==> src/rtl/core/tlvp_pkg.sv <==
package tlvp_pkg;

    localparam int unsigned ScaleMax  = 127;
    localparam int unsigned MagBits   = 23;
    localparam int unsigned QBits     = 7;
    localparam int unsigned TBits     = 50;
    localparam int unsigned MBits     = 49;
    localparam int unsigned SqBits    = 46;
    localparam int unsigned SumBits   = 48;
    localparam int unsigned RBits     = 60;
    localparam int unsigned PBits     = 62;
    localparam int unsigned QsBits    = 56;

    localparam logic [1:0] REG_LIGHT_X  = 2'd0;
    localparam logic [1:0] REG_LIGHT_Y  = 2'd1;
    localparam logic [1:0] REG_LIGHT_Z  = 2'd2;
    localparam logic [1:0] REG_IS_POINT = 2'd3;

    localparam logic [23:0] DEGEN_WORD = 24'h7F7F7F;

    typedef struct packed {
        logic signed [31:0] pos_x;
        logic signed [31:0] pos_y;
        logic signed [31:0] pos_z;
        logic signed [15:0] mat_00;
        logic signed [15:0] mat_01;
        logic signed [15:0] mat_02;
        logic signed [15:0] mat_10;
        logic signed [15:0] mat_11;
        logic signed [15:0] mat_12;
        logic signed [15:0] mat_20;
        logic signed [15:0] mat_21;
        logic signed [15:0] mat_22;
    } in_item_t;

    typedef struct packed {
        logic [23:0] light_word;
        logic        degenerate;
    } out_item_t;

    typedef struct packed {
        logic signed [TBits-1:0] x;
        logic signed [TBits-1:0] y;
        logic signed [TBits-1:0] z;
    } tvec_t;

    // state of the per-component square-root style search
    typedef struct packed {
        logic                       valid;
        logic                       degen;
        logic [2:0]                 neg;
        logic [SumBits-1:0]         s;
        logic [2:0][RBits-1:0]      r;
        logic [2:0][PBits-1:0]      p;
        logic [2:0][QsBits-1:0]     qs;
        logic [2:0][QBits-1:0]      q;
    } iter_t;

endpackage

==> src/rtl/core/tlvp_step.sv <==
module tlvp_step #(
    parameter int unsigned BIT = 6
) (
    input  logic             clk,
    input  logic             rst_n,
    input  logic             en,
    input  tlvp_pkg::iter_t  cur,
    output tlvp_pkg::iter_t  nxt
);

    tlvp_pkg::iter_t              nxt_reg, nxt_next;
    logic [tlvp_pkg::PBits-1:0]   cand [3];

    // (q+b)^2*s = q^2*s + 2*b*(q*s) + b^2*s, kept as running sums
    always_comb
    begin
        nxt_next = cur;
        for (int i = 0; i < 3; i++)
        begin
            cand[i] = cur.p[i]
                    + (62'(cur.qs[i]) << (BIT + 1))
                    + (62'(cur.s) << (2 * BIT));
            if (cand[i] <= 62'(cur.r[i]))
            begin
                nxt_next.p[i]      = cand[i];
                nxt_next.qs[i]     = cur.qs[i] + (56'(cur.s) << BIT);
                nxt_next.q[i][BIT] = 1'b1;
            end
        end
    end

    always_ff @(posedge clk or negedge rst_n)
    begin
        if (!rst_n)
            nxt_reg <= '0;
        else if (en)
            nxt_reg <= nxt_next;
    end

    assign nxt = nxt_reg;

endmodule

==> config.mk <==
export PLATFORM = sky130hd
export DESIGN_NAME = tlvp_step
export DESIGN_NICKNAME = d
export VERILOG_FILES = /design/src/rtl/core/tlvp_pkg.sv /design/src/rtl/core/tlvp_step.sv
export SDC_FILE = /design/constraint.sdc
export NUM_CORES = 2
export LEC_CHECK = 0
export ABC_AREA = 1
export BUFFER_PORTS_ARGS = -buffer_cell sky130_fd_sc_hd__buf_2
export CAP_MARGIN = 20
export CORE_AREA = 2 2 476 478
export DETAILED_ROUTE_END_ITERATION = 8
export DIE_AREA = 0 0 478 480
export GPL_ROUTABILITY_DRIVEN = 0
export GPL_TIMING_DRIVEN = 0
export PLACE_DENSITY = 0.51
export SLEW_MARGIN = 5
export SYNTH_ARGS = -nofsm -noshare
export SYNTH_HDL_FRONTEND = slang
export SYNTH_SLANG_ARGS = --single-unit
==> constraint.sdc <==
create_clock -name clk -period 1.1 [get_ports clk]
set_input_delay 0.055 -clock clk [delete_from_list [all_inputs] [get_ports clk]]
set_output_delay 0.055 -clock clk [all_outputs]
set_load 0.02 [all_outputs]
=== After elaboration in Yosys (flattened, before gate mapping) ===
Index checks and enable logic that the tools add are counted.
Widths: inputs -> output; s select.

* Add/sub/neg operators: 9
* Magnitude comparators: 3
* Muxes and demuxes: 9

{| class="wikitable"
|+ Operators with widths
! operator !! count
|-
| $add 62x60->62 || 3
|-
| $add 62x62->62 || 3
|-
| $le 62x60->1 || 3
|-
| $mux 62 || 3
|-
| $add 56x54->56 || 3
|-
| $mux 56 || 3
|-
| $mux 1 || 3
|}

* Flip-flop bits (word level): 608
* Bits of input ports: 611
* Output and inout port bits: 608
* Word-level logic and storage cells: 37

=== Depth between registers and ports, before layout ===
* Depth in word-level cells: 4
* Mapped depth: 34
* Gate-level depth less buffers: 33

=== Least setup slack after synthesis ===
OpenSTA, ideal clock, no wires.

* Path kind: input port to flip-flop
* From: input port cur[82] (netlist name)
* To: register nxt_reg, in the netlist nxt[297]
* Setup time: 0.118 ns
* Data arrival time: 4.250 ns
* Data required time: 0.982 ns
* Setup slack: -3.268 ns
* Stages on the path: 27
* Buffers on the path: 2
* Path through: inv_1 > fa_1 > inv_1 > ha_1 > inv_1 > o21ai_0 > inv_1 > nand2_2 > a21oi_1 > o21ai_0 > a21oi_1 > o21ai_0 > nand2_1 > nand2_1 > xor2_1 > inv_1 > ha_1 > nand2_1 > or4_1 > nor4_1 > nand4_2 > nand2_2 > buf_6 > buf_6 > nand2_1 > nand3_1 > nand2_1

* Longest elaborated chain between the ends: 4

{| class="wikitable"
|+ Ends and longest elaborated chain
! what !! RTL line !! text
|-
| start: declaration || tlvp_step.sv:7 || <nowiki>input tlvp_pkg::iter_t cur,</nowiki>
|-
| $add 62x62->62 * || tlvp_step.sv:21 || <nowiki>+ (62'(cur.qs[i]) << (BIT + 1))</nowiki>
|-
| $add 62x60->62 * || tlvp_step.sv:22 || <nowiki>+ (62'(cur.s) << (2 * BIT));</nowiki>
|-
| $le 62x60->1 || tlvp_step.sv:23 || <nowiki>if (cand[i] <= 62'(cur.r[i]))</nowiki>
|-
| $mux 62 * || tlvp_step.sv:23 ||
|-
| end signal: assignment || tlvp_step.sv:37 || <nowiki>nxt_reg <= nxt_next;</nowiki>
|-
| end: declaration || tlvp_step.sv:11 || <nowiki>tlvp_pkg::iter_t nxt_reg, nxt_next;</nowiki>
|}

Mark *: on every way between the ends. The rest lies on a longest branch, timed or not.
A chain may end at the register's enable or synchronous reset.

=== Final worst setup path ===
* From: input port cur[28] (netlist name)
* To: register nxt_reg, in the netlist nxt[67]

* Longest elaborated chain between the ends: 4
* Elaborated cells on any way between the ends: 5
* Classes of those cells: add/sub: 3; order compare: 1; mux: 1

{| class="wikitable"
|+ Ends and longest elaborated chain
! what !! RTL line
|-
| $add 62x62->62 || tlvp_step.sv:21
|-
| $add 62x60->62 || tlvp_step.sv:22
|-
| $le 62x60->1 || tlvp_step.sv:23
|-
| $mux 56 * || tlvp_step.sv:23
|}

Marked as above.

==> summary.md <==
| Metric | Value |
|---|---|
| Status | `finished with violations` |
| Failing checks | `hold timing, setup timing` |
| Clk pwr share | `0.220` |
| Vias in the first global route | `63.9k` |
| Final ANT Viol Nets | `0` |
| Port-buffer cells | `1217` |
| Sw power | `62.8 mW` |
| WP data required | `1.73 ns` |
| Power Density | `1630 nW/um^2` |
| Die H | `480 um` |
| CTS buffer count | `81` |
| Worst Slack Setup Final | `-3.25 ns` |
| Top cell type's share of synthesized area | `0.283` |
| DRT iter0 DRCs | `6787` |
| Final Setup Violations | `1367` |
| Starting density of the core | `0.240` |
| Met3 Use GR | `0.0853` |
| CP startpoint kind | `input port` |
| Row count | `174` |
| Initial antenna violation count | `about 150` |
| HP Class | `in2async` |
| R2R depth | `2` |
| Logic gate share of total power | `0.563` |
| CTS tree | `yes` |
| DRT Wirelength | `370000 um` |
| RSZ-0062 raised after global routing | `yes` |
| Total Die Area | `229000 um^2` |
| Synth Area in Compound Gates | `0.122` |
| Syn Nets | `8734` |
| Synth Warn # | `0` |
| Leakage | `between 30 and 40 nW` |
| #FFs+latches synth | `608` |
| Max-cap viol count | `0` |
| Area contributors post-synth | `dfrtp_1, nand2_1, ha_1` |
| Grt total ovfl | `0` |
| Largest family of logic cells by synthesized area | `simple AND/OR/NAND/NOR gates` |
| Unique cell type count in the Yosys netlist | `between 50 and 60` |
| Hold slack | `-0.724 ns` |
| Mapped Cells | `about 7.5k` |
| Die X | `478 um` |
| Min cycle time layout | `4.35 ns` |
| Switching Share | `0.477` |
| Share of layout cells above drive strength 1 | `0.244` |
| First-pass GRT wire length | `497000 um` |
| Peak supply drop | `1.39 mV` |
| Length of the first detailed-routing pass in iterations | `8` |
| Area share of xor/xnor cells in the synthesized design | `0.0480` |
| Total GRT Usage | `0.309` |
| I/O pin count | `roughly 1.2k` |
| Final period utilization | `3.96` |
| Depth of the CTS H-tree | `3` |
| Pin count of the biggest net entering global routing | `102` |
| Async set-reset flop share out of synthesis | `1.00` |
| Final net count | `10.8k` |
| CP arrival | `4.98 ns` |
| Setup Crit Path Kind | `in2reg` |
| Top-count cell post-synth | `nand2_1` |
| Worst Path Max Fanout | `5` |
| Final design utilization | `0.360` |
| Worst Setup End Kind | `flop` |
| Clk slew on worst S/H paths | `0.07 ns` |
| Dpl cells | `11.7k` |
| Fin. Hold Viols | `252` |
| Remaining DRCs | `0` |
| Number of synthesized flops with an enable pin | `0` |
| Met2 Usage GRT | `0.479` |
| Via count | `approximately 65k` |
| Clock sinks | `608` |
| Post-synthesis instance area | `53800 um^2` |
| Synth Area in Adders | `0.172` |
| Sequential fraction of design power | `0.217` |
| Root Buffer | `clkbuf_16` |
| Most frequent cells after synthesis | `nand2_1, inv_1, dfrtp_1` |
| Achievable Freq | `0.230 GHz` |
| Fillers | `23.7k` |
| HPWL after detailed placement | `290000 um` |
| Via density | `just over 5` |
| Core box area | `224000 um^2` |
| GR peak layer | `met2` |
| R2R Setup Slk | `around 0.31 ns` |
| Synth-to-layout area growth | `50.1%` |
| Internal power | `68.7 mW` |
| Clock Path Buffers | `3` |
| Register area share after synthesis | `0.283` |
| Clk_skew | `0 ns` |
| Post-synth top flop | `dfrtp_1` |
| Post-synth top area cell | `dfrtp_1` |
| Multiplexer share of the synthesized area | `0` |
| Wirelength per Cell | `29.0 um` |
| Finished Layout Cells | `12.7k` |
| Tightest Pin Transition | `1.02 ns` |
| Clk_lat worst skew | `0.72 ns` |
| Max reg flops | `608` |
| Fin. max-slew vios | `0` |
| Post-Synth Simple-Gate Area | `0.295` |
| Syn_area_per_cell | `7.20 um^2` |
| Slew Limit Headroom | `0.318` |
| M1 GR Usage | `0.363` |
==> layer usage <==
metal	wire (um)	part of all wire
met1	137000	0.37
met2	159000	0.43
met3	38100	0.10
met4	34900	0.094
met5	169	0.00046
==> worst max-delay path, stage by stage <==
cell and delay [ns]:
buf_2 0.18, fa_1 0.61, ha_4 0.23, a21oi_2 0.20, o21a_1 0.17, nand2_2 0.10
a21oi_4 0.24, o21ai_4 0.11, a21oi_4 0.24, o21ai_4 0.10, nand2_1 0.09, nand2_2 0.06
xnor2_2 0.22, inv_2 0.09, ha_4 0.28, nand2_4 0.06, or4_4 0.50, nor4_4 0.35
nand4_4 0.26, nand2_4 0.16, buf_12 0.14, buf_12 0.13, clkbuf_16 0.15, nand2_1 0.05
nand3_1 0.09, nand2_1 0.08
==> power groups by stage <==
| stage | sequential, mW | combinational, mW | clock, mW |
|---|---|---|---|
| 3_3_place_gp | 28.8 | 57.5 | 0 |
| 5_1_grt | 28.9 | 79.0 | 30.4 |
| 6_report | 28.6 | 74.0 | 28.9 |
| 2_1_floorplan | 33.1 | 30.1 | 0 |
| 4_1_cts | 28.5 | 68.0 | 29.5 |
| 3_5_place_dp | 28.8 | 58.4 | 0 |
==> cells by family after synthesis <==
group                    after synthesis
adder cells (fa/ha/maj)              651
AND/OR/NAND/NOR                     3657
XOR/XNOR                             295
flip-flops                           608
AO/OA/AOI/OAI                       1193
buffers and inverters               1068
==> cell usage in the layout (no fill, tap or decap), drive strengths merged, types with 39 or more instances in the layout <==
cell / n
clkbuf: 239
a21oi: 491
nand3b: 300
dlygate4sd3: 605
diode: 116
o21bai: 39
nand2: 2306
ha: 501
nand3: 450
xnor2: 131
buf: 1515
nor2: 448
xor2: 164
inv: 839
dfrtp: 608
nor4: 54
a31oi: 102
o21ai: 423
fa: 150
==> through the flow <==
step	instance area [um^2]	setup TNS, ns	total power [mW]	worst slack, ns	hold WS (ns)
2_1_floorplan	54200	-883.87	63.3	-2.92	-0.241
3_5_place_dp	64700	-2327.92	87.2	-6.08	0.0916
4_1_cts	78000	-1280.18	126	-2.99	-0.746
6_report	80700	-1302.20	132	-3.25	-0.724
5_1_grt	80700	-1429.62	138	-3.32	-0.690
3_3_place_gp	64000	-	86.3	-14.13	0.264
==> final cells by class <==
type,count,area [um^2],share of cell area
Multi-Input combinational cell,5796,38300,0.474
Timing Repair Buffer,2028,15600,0.194
Sequential cell,608,15200,0.188
Tap cell,2992,3740,0.0464
Inverter,835,3190,0.0395
Clock buffer,104,2230,0.0277
Buffer,227,1630,0.0202
Clock inverter,43,537,0.00665
Antenna cell,116,290,0.00360
==> final timing paths <==
path                          start        to
min in group clk           cur[133]  nxt[133]
min                           rst_n  nxt[300]
max reg2reg                nxt[437]  nxt[437]
min reg2reg                 nxt[22]   nxt[22]
max in group asynchronous     rst_n  nxt[319]
max                         cur[28]   nxt[67]
==> what timing repair did <==
action | 4_1_cts | 5_1_grt
buffers inserted | 112 | 40
resized for setup | 762 | 392
cloned | 18 | 11
pin swaps | 171 | 219
endpoints found under the setup margin | 1391 | 1392
hold buffers | 601 | 4
hold endpoints to repair | 852 | 232
(Power assumes the default switching activity.)
